**config.mk**
```make
export PLATFORM = sky130hd
export DESIGN_NAME = arp_cache_responder
export DESIGN_NICKNAME = d
export VERILOG_FILES = /design/src/hdl/arp_pkg.sv /design/src/hdl/arp_cache_responder.sv
export SDC_FILE = /design/constraint.sdc
export NUM_CORES = 2
export LEC_CHECK = 0
export ABC_AREA = 1
export ABC_CLOCK_PERIOD_IN_PS = 27900
export BUFFER_PORTS_ARGS = -buffer_cell sky130_fd_sc_hd__buf_2
export CAP_MARGIN = 20
export CELL_PAD_IN_SITES_DETAIL_PLACEMENT = 0
export CELL_PAD_IN_SITES_GLOBAL_PLACEMENT = 1
export CORE_MARGIN = 3
export CORE_UTILIZATION = 50
export CTS_CLUSTER_SIZE = 40
export DETAILED_ROUTE_END_ITERATION = 7
export GPL_TIMING_DRIVEN = 0
export PLACE_DENSITY_LB_ADDON = 0.1
export SYNTH_ARGS = -nofsm -noshare
export SYNTH_HDL_FRONTEND = slang
export SYNTH_SLANG_ARGS = --single-unit
```
**constraint.sdc**
```tcl
create_clock -name clk -period 27.9 [get_ports clk]
set_clock_uncertainty 0.05 [all_clocks]
set_input_delay 5.58 -clock clk [delete_from_list [all_inputs] [get_ports clk]]
set_output_delay 5.58 -clock clk [all_outputs]
set_load 0.02 [all_outputs]
```
**src/hdl/arp_pkg.sv**
```systemverilog
package arp_pkg;

  localparam int CACHE_ENTRIES = 16;
  localparam int IDX_W = (CACHE_ENTRIES > 1) ? $clog2(CACHE_ENTRIES) : 1;
  localparam int CNT_W = $clog2(CACHE_ENTRIES + 1);

  // Input commands.
  localparam logic [1:0] CMD_QUERY = 2'd0;
  localparam logic [1:0] CMD_PKT   = 2'd1;
  localparam logic [1:0] CMD_TICK  = 2'd2;

  // Result kinds.
  localparam logic [1:0] KIND_HIT     = 2'd0;
  localparam logic [1:0] KIND_REQUEST = 2'd1;
  localparam logic [1:0] KIND_REPLY   = 2'd2;
  localparam logic [1:0] KIND_LEARNED = 2'd3;

  // ARP operations.
  localparam logic [15:0] OPC_REQUEST = 16'd1;
  localparam logic [15:0] OPC_REPLY   = 16'd2;

  // Configuration register indexes.
  localparam logic [2:0] REG_IP0     = 3'd0;
  localparam logic [2:0] REG_MAC0    = 3'd1;
  localparam logic [2:0] REG_IP1     = 3'd2;
  localparam logic [2:0] REG_MAC1    = 3'd3;
  localparam logic [2:0] REG_EXPIRE  = 3'd4;

  localparam logic [47:0] MAC_BCAST = 48'hFFFF_FFFF_FFFF;

  // One cache entry as stored in memory.
  typedef struct packed {
    logic [31:0] ip;
    logic [47:0] mac;
    logic [31:0] life;
  } entry_t;

endpackage

```
**src/hdl/arp_cache_responder.sv**
```systemverilog
// ARP responder with an aging IPv4-to-MAC cache.
// Input words arrive on in_valid/in_ready; cmd selects a query, a received
// ARP packet or one aging tick. Results leave on out_valid/out_ready, at
// most two per input word, with out_last set on the final one.
// Configuration is a plain write port (cfg_we, cfg_index, cfg_data), to be
// used only while the block is idle.
// The cache lives in one synchronous memory, one entry read per cycle.
// Every command scans all CACHE_ENTRIES entries through that single read
// port; a word without results returns to idle once the scan is done. A
// learned response first writes its entry, and each result word is then
// loaded into the output register as soon as that register is free.
// Reset clears the valid bits (flip-flops, one per entry), so no clearing
// pass is needed. Results are held in an output register; a stall holds
// them there, and no new input is accepted until all results of the
// current word have been taken.
module arp_cache_responder (
  input  logic        clk,
  input  logic        rst_n,
  input  logic        cfg_we,
  input  logic [2:0]  cfg_index,
  input  logic [47:0] cfg_data,
  input  logic        in_valid,
  output logic        in_ready,
  input  logic [1:0]  in_cmd,
  input  logic        in_rx_port,
  input  logic        in_frame_short,
  input  logic [15:0] in_hw_type,
  input  logic [15:0] in_proto_type,
  input  logic [7:0]  in_hw_len,
  input  logic [7:0]  in_proto_len,
  input  logic [15:0] in_opcode,
  input  logic [47:0] in_sender_mac,
  input  logic [31:0] in_sender_ip,
  input  logic [31:0] in_target_ip,
  output logic        out_valid,
  input  logic        out_ready,
  output logic [1:0]  out_kind,
  output logic        out_port,
  output logic [47:0] out_dest_mac,
  output logic [1:0]  out_opcode,
  output logic [47:0] out_sender_mac,
  output logic [31:0] out_sender_ip,
  output logic [47:0] out_target_mac,
  output logic [31:0] out_target_ip,
  output logic        out_last
);
  import arp_pkg::*;

  typedef enum logic [2:0] {
    S_IDLE, S_SCAN, S_WRITE, S_EMIT0, S_EMIT1, S_WAIT
  } state_t;

  state_t state_r;

  // Configuration registers.
  logic [31:0] ip0_r, ip1_r, expire_r;
  logic [47:0] mac0_r, mac1_r;

  // Latched input word.
  logic [1:0]  cmd_r;
  logic        port_r;
  logic        pkt_ok_r;
  logic [15:0] op_r;
  logic [47:0] smac_r;
  logic [31:0] sip_r, tip_r;

  // Cache memory and valid bits.
  entry_t mem [CACHE_ENTRIES];
  logic [CACHE_ENTRIES-1:0] valid_r;
  entry_t rd_q;
  logic [IDX_W-1:0] rd_addr;
  logic             mem_we;
  logic [IDX_W-1:0] wr_addr;
  entry_t           wr_data;

  // Scan bookkeeping.
  logic [CNT_W-1:0] issue_r;    // next address to read
  logic             rd_vld_r;   // rd_q holds a fresh read
  logic [IDX_W-1:0] rd_idx_r;   // address of rd_q
  logic             hit_r;
  logic [IDX_W-1:0] hit_idx_r;
  logic [47:0]      hit_mac_r;
  logic             free_r;
  logic [IDX_W-1:0] free_idx_r;
  logic [31:0]      min_life_r;
  logic [IDX_W-1:0] min_idx_r;
  logic             min_seen_r;
  logic [IDX_W-1:0] slot_r;

  // Output register.
  logic        ov_r;
  logic [1:0]  kind_r, oop_r;
  logic        oport_r, last_r;
  logic [47:0] dmac_r, osmac_r, otmac_r;
  logic [31:0] osip_r, otip_r;

  logic in_fire, out_free, pkt_ok;
  logic cur_valid;
  logic [1:0] nres;
  logic       m0, m1;

  assign in_ready  = (state_r == S_IDLE);
  assign in_fire   = in_valid && in_ready;
  assign out_free  = !ov_r || out_ready;
  assign pkt_ok    = !in_frame_short && in_hw_type == 16'h0001 &&
                     in_proto_type == 16'h0800 && in_hw_len == 8'd6 &&
                     in_proto_len == 8'd4;
  assign rd_addr   = issue_r[IDX_W-1:0];
  assign cur_valid = valid_r[rd_idx_r];
  assign m0 = (tip_r == ip0_r);
  assign m1 = (tip_r == ip1_r);

  // Memory: one write, one registered read.
  always_ff @(posedge clk) begin
    if (mem_we) begin
      mem[wr_addr] <= wr_data;
    end
    rd_q <= mem[rd_addr];
  end

  // Write-back selection: aging during a tick scan, insert after a scan.
  always_comb begin
    mem_we  = 1'b0;
    wr_addr = rd_idx_r;
    wr_data = rd_q;
    if (state_r == S_SCAN && rd_vld_r && cmd_r == CMD_TICK && cur_valid) begin
      mem_we       = 1'b1;
      wr_data.life = rd_q.life - 32'd1;
    end else if (state_r == S_WRITE) begin
      mem_we  = 1'b1;
      wr_addr = slot_r;
      wr_data = '{ip: sip_r, mac: smac_r, life: expire_r};
    end
  end

  // Number of results of the current word, known after the scan.
  always_comb begin
    nres = 2'd0;
    unique case (cmd_r)
      CMD_QUERY: nres = hit_r ? 2'd1 : 2'd2;
      CMD_PKT: begin
        if (pkt_ok_r && op_r == OPC_REQUEST) begin
          nres = {1'b0, m0} + {1'b0, m1};
        end else if (pkt_ok_r && op_r == OPC_REPLY) begin
          nres = 2'd1;
        end
      end
      default: nres = 2'd0;
    endcase
  end

  // Control, scan and output register.
  always_ff @(posedge clk) begin
    if (!rst_n) begin
      state_r  <= S_IDLE;
      valid_r  <= '0;
      ov_r     <= 1'b0;
      rd_vld_r <= 1'b0;
      issue_r  <= '0;
      ip0_r    <= '0;
      ip1_r    <= '0;
      mac0_r   <= '0;
      mac1_r   <= '0;
      expire_r <= 32'd1000;
    end else begin
      if (cfg_we) begin
        unique case (cfg_index)
          REG_IP0:    ip0_r    <= cfg_data[31:0];
          REG_MAC0:   mac0_r   <= cfg_data;
          REG_IP1:    ip1_r    <= cfg_data[31:0];
          REG_MAC1:   mac1_r   <= cfg_data;
          REG_EXPIRE: expire_r <= cfg_data[31:0];
          default: ;
        endcase
      end
      // The emit states reload the output register themselves.
      if (ov_r && out_ready && state_r != S_EMIT0 && state_r != S_EMIT1) begin
        ov_r <= 1'b0;
      end
      unique case (state_r)
        S_IDLE: begin
          if (in_fire) begin
            cmd_r      <= in_cmd;
            port_r     <= in_rx_port;
            pkt_ok_r   <= pkt_ok;
            op_r       <= in_opcode;
            smac_r     <= in_sender_mac;
            sip_r      <= in_sender_ip;
            tip_r      <= in_target_ip;
            hit_r      <= 1'b0;
            free_r     <= 1'b0;
            min_seen_r <= 1'b0;
            issue_r    <= '0;
            rd_vld_r   <= 1'b0;
            state_r    <= S_SCAN;
          end
        end
        S_SCAN: begin
          // Issue one read a cycle, evaluate the previous one.
          if (issue_r < CNT_W'(CACHE_ENTRIES)) begin
            issue_r  <= issue_r + 1'b1;
            rd_idx_r <= rd_addr;
            rd_vld_r <= 1'b1;
          end else begin
            rd_vld_r <= 1'b0;
          end
          if (rd_vld_r) begin
            if (cmd_r == CMD_TICK) begin
              if (cur_valid && rd_q.life <= 32'd1) begin
                valid_r[rd_idx_r] <= 1'b0;
              end
            end else begin
              // Lookup key: target for a query, sender for a received packet.
              if (cur_valid && !hit_r &&
                  rd_q.ip == ((cmd_r == CMD_QUERY) ? tip_r : sip_r)) begin
                hit_r     <= 1'b1;
                hit_idx_r <= rd_idx_r;
                hit_mac_r <= rd_q.mac;
              end
              if (!cur_valid && !free_r) begin
                free_r     <= 1'b1;
                free_idx_r <= rd_idx_r;
              end
              if (cur_valid && (!min_seen_r || rd_q.life < min_life_r)) begin
                min_seen_r <= 1'b1;
                min_life_r <= rd_q.life;
                min_idx_r  <= rd_idx_r;
              end
            end
          end else if (issue_r == CNT_W'(CACHE_ENTRIES)) begin
            // Scan finished.
            slot_r <= hit_r ? hit_idx_r : (free_r ? free_idx_r : min_idx_r);
            if (cmd_r == CMD_PKT && pkt_ok_r && op_r == OPC_REPLY) begin
              state_r <= S_WRITE;
            end else if (nres != 2'd0) begin
              state_r <= S_EMIT0;
            end else begin
              state_r <= S_IDLE;
            end
          end
        end
        S_WRITE: begin
          valid_r[slot_r] <= 1'b1;
          state_r         <= S_EMIT0;
        end
        S_EMIT0, S_EMIT1: begin
          if (out_free) begin
            ov_r    <= 1'b1;
            last_r  <= (state_r == S_EMIT1) || (nres == 2'd1);
            unique case (cmd_r)
              CMD_QUERY: begin
                oop_r  <= OPC_REQUEST[1:0];
                otip_r <= tip_r;
                if (hit_r) begin
                  kind_r  <= KIND_HIT;
                  oport_r <= 1'b0;
                  dmac_r  <= 48'd0;
                  osmac_r <= 48'd0;
                  osip_r  <= 32'd0;
                  otmac_r <= hit_mac_r;
                end else begin
                  kind_r  <= KIND_REQUEST;
                  oport_r <= (state_r == S_EMIT1);
                  dmac_r  <= MAC_BCAST;
                  osmac_r <= (state_r == S_EMIT1) ? mac1_r : mac0_r;
                  osip_r  <= (state_r == S_EMIT1) ? ip1_r : ip0_r;
                  otmac_r <= 48'd0;
                end
              end
              default: begin
                oop_r   <= OPC_REPLY[1:0];
                oport_r <= port_r;
                if (op_r == OPC_REQUEST) begin
                  kind_r  <= KIND_REPLY;
                  dmac_r  <= smac_r;
                  osmac_r <= port_r ? mac1_r : mac0_r;
                  osip_r  <= (state_r == S_EMIT0 && m0) ? ip0_r : ip1_r;
                  otmac_r <= smac_r;
                  otip_r  <= sip_r;
                end else begin
                  kind_r  <= KIND_LEARNED;
                  dmac_r  <= 48'd0;
                  osmac_r <= smac_r;
                  osip_r  <= sip_r;
                  otmac_r <= 48'd0;
                  otip_r  <= 32'd0;
                end
              end
            endcase
            if (state_r == S_EMIT0 && nres == 2'd2) begin
              state_r <= S_EMIT1;
            end else begin
              state_r <= S_WAIT;
            end
          end
        end
        S_WAIT: begin
          if (out_free) begin
            state_r <= S_IDLE;
          end
        end
        default: state_r <= S_IDLE;
      endcase
    end
  end

  assign out_valid      = ov_r;
  assign out_kind       = kind_r;
  assign out_port       = oport_r;
  assign out_dest_mac   = dmac_r;
  assign out_opcode     = oop_r;
  assign out_sender_mac = osmac_r;
  assign out_sender_ip  = osip_r;
  assign out_target_mac = otmac_r;
  assign out_target_ip  = otip_r;
  assign out_last       = last_r;

endmodule
```
# Word-level counts from Yosys, hierarchy flattened
# Memory sizes are Yosys's and may differ from the RTL's. A register that Yosys moved wholly into a read port is not among the register bits.
# Cells that the tools add are included.
# totals
reg_bits	667
ramBits	1792
input_bits	236
output_inout_bits	216
elab_cells	228
n_memories	1
# mem_list
memory	words	word_bits	read_ports	rd_ports_with_merged_regs	wr	line_no	source
mem	16	112	1	1	1	arp_cache_responder.sv:68	entry_t mem [CACHE_ENTRIES];
# classes
n_addsub	3
magnitude_cmp	7
eq_ne	38
muxes	79
bitwise	5
reduce_logical	59
# ops
op	n
$mux 48	10
$mux 32	9
$mux 112	1
$eq 32x32->1	3
$mux 80	1
$mux 16	3
$eq 16x1->1 const B	2
$le 32x1->1 const B	1
$lt 32x32->1	1
$pmux 16 s2	1
$sub 32x1->32 const B	1
$mux 1	27
$logic_and 1x1->1	24
$reduce_and 5->1	4
$reduce_and 6->1	3
$and 16x16->16	1
$eq 16x12->1 const B	1
$eq 16x2->1 const B	1
$eq 8x3->1 const B	2
$mux 4	4
$ne 2x1->1 const B	8
$not 16->16	1
$or 16x16->16	1
$mux 3	5
other kinds (32)	76

# Logic depth before layout (Yosys ltp)
# depth
depth_word	11
mapped_depth	18
depth_no_buf	17

# Worst setup path after synthesis
# Ideal clock, no wire load.
# synth_path
path_kind	input to register
start	in rst_n
end	reg dmac_r[0], in the netlist out_dest_mac[0], enable pin
setup_time_ns	1.046
t_arrival_ns	20.431
required_ns	26.804
slack_ns	6.373
stages	3
n_path_buf	1
cell_sequence	clkbuf_1 clkinv_1 nor3_1
# synth_between
elab_chain_cells	1
# synth_rtl
item	line_no	source
start, declared	arp_cache_responder.sv:18	input logic rst_n,
$reduce_and 3->1 (no line)	-	
end signal, assigned	arp_cache_responder.sv:275	dmac_r <= smac_r;
end, declared	arp_cache_responder.sv:94	logic [47:0] dmac_r, osmac_r, otmac_r;
# Every way passes these cells.
# A chain may end at the register's enable or synchronous reset.

# Worst setup path after layout
# layout_path
start	in rst_n
end	reg otmac_r[34], in the netlist out_target_mac[34], enable pin
# layout_between
elab_chain_cells	1
# layout_rtl
item	line_no	source
$reduce_and 3->1 (no line)	-	
end signal, assigned	arp_cache_responder.sv:260	otmac_r <= hit_mac_r;
end signal, assigned	arp_cache_responder.sv:278	otmac_r <= smac_r;
end, declared	arp_cache_responder.sv:94	
# Every way passes these cells.

==> impl_metrics.toml <==
[run_status]
status = "finished clean"

[worst_setup_path]
crit_buf_inv = 8
rr_startpoint = "rd_idx_r[1]"
worstPathRequired_ns = 28.49
cp-end-kind = "register"
max_stage_delay_ns = 0.94
reg2reg_depth = 15
cp_top_family = "buffers and inverters"
cp_data_arrival_time_ns = 9.11
path_depth = 9
crit_chain = "clkbuf_1 -> clkinv_1 -> nor3_2 -> buf_6 -> buf_6 -> buf_6 -> buf_6 -> buf_6 -> buf_6"
slowest_stage = "nor3_2"
cp-startpoint = "rst_n"
critPathLaunchType = "input port"
cpMostUsedCell = "buf_6"
crit_type = "in2reg"
worstReg2RegEnd = "mem[10][74]"
worstSetupEndpoint = "out_target_mac[34]"
cp_max_fo = 13
reg2reg_slack_ns = 23.20

[power_and_ir_drop]
pwr-share-seq_pct = 41.7
p_int_w = 0.00777
ir_worst_vdd_uv = 72.4
powerDensity_nw_per_um2 = 101
clkPwrFrac_pct = 30.1
p_total_w = 0.0120
comb_power_share_pct = 28.2
switching_power_w = 0.00427
switching_share_pct = 35.4
p_leak_nw = 41.2

[place]
dpl.hpwl_mm = 267
placedCellCount = 11900
place.port_buffers = 450
place_congestion = 0.938

[clocking]
post_cts_resized = 0
cts.htree.levels = 5
cts-buffers-inserted = 286
cts_tree = "done"
cts_hold_buf = 0
clock-root-buffer = "clkbuf_16"
clock_path_buffers = 4
cts_setup_buffers = 0
clock_sinks = 2570
clock_latency_ns = 0.95
clkTransAtPathRegs_ns = 0.06

[cells_and_area]
areaGrowthSynthToFinish_pct = 17.1
final_cells = 12400
final_cell_mix = "edfxtp_1 (2240), o21ai_0 (1401), nor2_1 (1178)"
final_common_cell = "edfxtp_1"
postLayoutCoreUtil_pct = 59.1
final_net_count = 9770
final_layout_size_suffix_gt1_share_pct = 12.2

[floorplan]
core_sq_um = 203000
io_pins = 452
initial_core_util_pct = 50.5
die_w_microns = 458
rows = 165
die_h_microns = 458
die-area_sq_um = 210000

[yosys]
synthArstFlopShare_pct = 0
ys_ff_latch = 2570
synth_area_per_cell_sq_um = 12.0
syn_area_sq_um = 102000
synth_flop_cell = "edfxtp_1"
syn_inst = 8558
synth_edf_count = 2240
synth_cell_type_count = 47
ys_seq_area_share_pct = 72.2
yosys_warnings = 0
syn-num-nets = 8830

[timing]
rsz0062_at_grt = "no"
worstMarginPinSlew_ns = 1.19
finalCriticalPeriod_ns = 8.53
setup_viol = 0
slew_headroom_pct = 20.0
finalHoldViolCount = 0
period_share_pct = 30.6
max_freq_mhz = 117
final-max-slew-violation-count = 0

[grt]
grt_max_degree = 35
antenna_found_initial = 40
track_usage_pct = 34.6
grt-ovfl-total = 0
grt_pass1_vias = 71200
grt_pass1_wl_mm = 517

[route]
drtPass1Iterations = 6
postRouteAntennaNets = 0
wirelength_mm = 372
drt_iter0_drc = 9514
drc_errors = 0
via_count = 75000
via_per_inst = 6.05
wl_per_cell_microns = 29.9

[run]
maxCapViolCount = 0

[worst_hold_path]
hold_class = "reg2reg"
==> routing by layer <==
| metal | up-vias | GRT usage [%] | share of wire [%] |
|---|---|---|---|
| li1 | 33000 | - | - |
| met1 | 37300 | 45.1 | 38 |
| met2 | 4035 | 54.5 | 46 |
| met3 | 765 | 8.55 | 10 |
| met4 | 16 | 16.9 | 5.1 |
| met5 | - | 0 | 0.030 |
==> flip-flops by register name (all words and copies together) (netlist names), 48 cells and up <==
name            flops
out_dest_mac       48
mem              1792
out_sender_mac     48
mac1_r             48
hit_mac_r          48
out_target_mac     48
rd_q              112
mac0_r             48
smac_r             48
==> cells by family (layout without fill, tap and decap cells) <==
group                      Yosys count  after routing  share of synthesized area [%]
DFF                               2570           2570                           72.2
and+or+nand+nor                   2437           2437                           9.71
AOI/OAI and AO/OA                 2420           2420                           13.3
buffers and inverters             1040           2188                           3.91
xor gates and xnor gates            55             55                          0.471
adders and majority gates           36             36                          0.440
other                                0             36                              0
==> cells in the mapped netlist (28+ instances only) <==
master | n | area [sq um]
buf_2 | 39 | 195
dfxtp_1 | 330 | 6610
ha_1 | 36 | 450
a21oi_1 | 346 | 1730
nand3_1 | 373 | 1870
inv_1 | 465 | 1750
nor2_1 | 1196 | 4490
o21ai_0 | 1452 | 7270
o211ai_1 | 71 | 533
o22ai_1 | 268 | 1680
clkbuf_1 | 466 | 1750
o221ai_1 | 230 | 2010
xor2_1 | 28 | 245
buf_1 | 41 | 154
edfxtp_1 | 2240 | 67300
nand2_1 | 755 | 2830
==> layout make-up <==
class                      instances  area (sq um)
timing repair buffer             652          4980
buffer                           556          2210
sequential                      2570         73900
antenna                           36          90.1
inverter                         484          1820
multi-input combinational       4948         24600
clock inverter                   126          1060
clock buffer                     370          7780
fill                           16600         83000
tap                             2672          3340
==> how the worst min path moves through the flow <==
stage | from | to | cells after the start
after floorplan | rd_q[32] | hit_mac_r[0] | 0
after global placement | rd_q[47] | hit_mac_r[15] | 0
after detailed placement | rd_q[44] | hit_mac_r[12] | 0
after CTS | rd_q[39] | hit_mac_r[7] | 0
after global routing | rd_q[40] | hit_mac_r[8] | 0
final | rd_q[40] | hit_mac_r[8] | 0
==> power by group through the flow <==
stage          clock network (W)  registers (W)  logic (W)
2_1_floorplan                  0        0.00512    0.00166
3_3_place_gp                   0        0.00519    0.00309
3_5_place_dp                   0        0.00510    0.00328
4_1_cts                  0.00366        0.00502    0.00330
5_1_grt                  0.00381        0.00503    0.00360
6_report                 0.00363        0.00502    0.00339
==> metrics by stage <==
step / area (sq um) / setup WS (ns) / hold slack, ns / TNS, ns
after floorplan: 102000 / 6.37 / 0.359 / 0
after global placement: 108000 / -3.76 / 0.360 / -787.35
after detailed placement: 111000 / 18.62 / 0.364 / 0
after CTS: 120000 / 19.60 / 0.361 / 0
after global routing: 120000 / 19.42 / 0.381 / 0
final: 120000 / 19.37 / 0.354 / 0
Power figures use the tool's default switching activity.
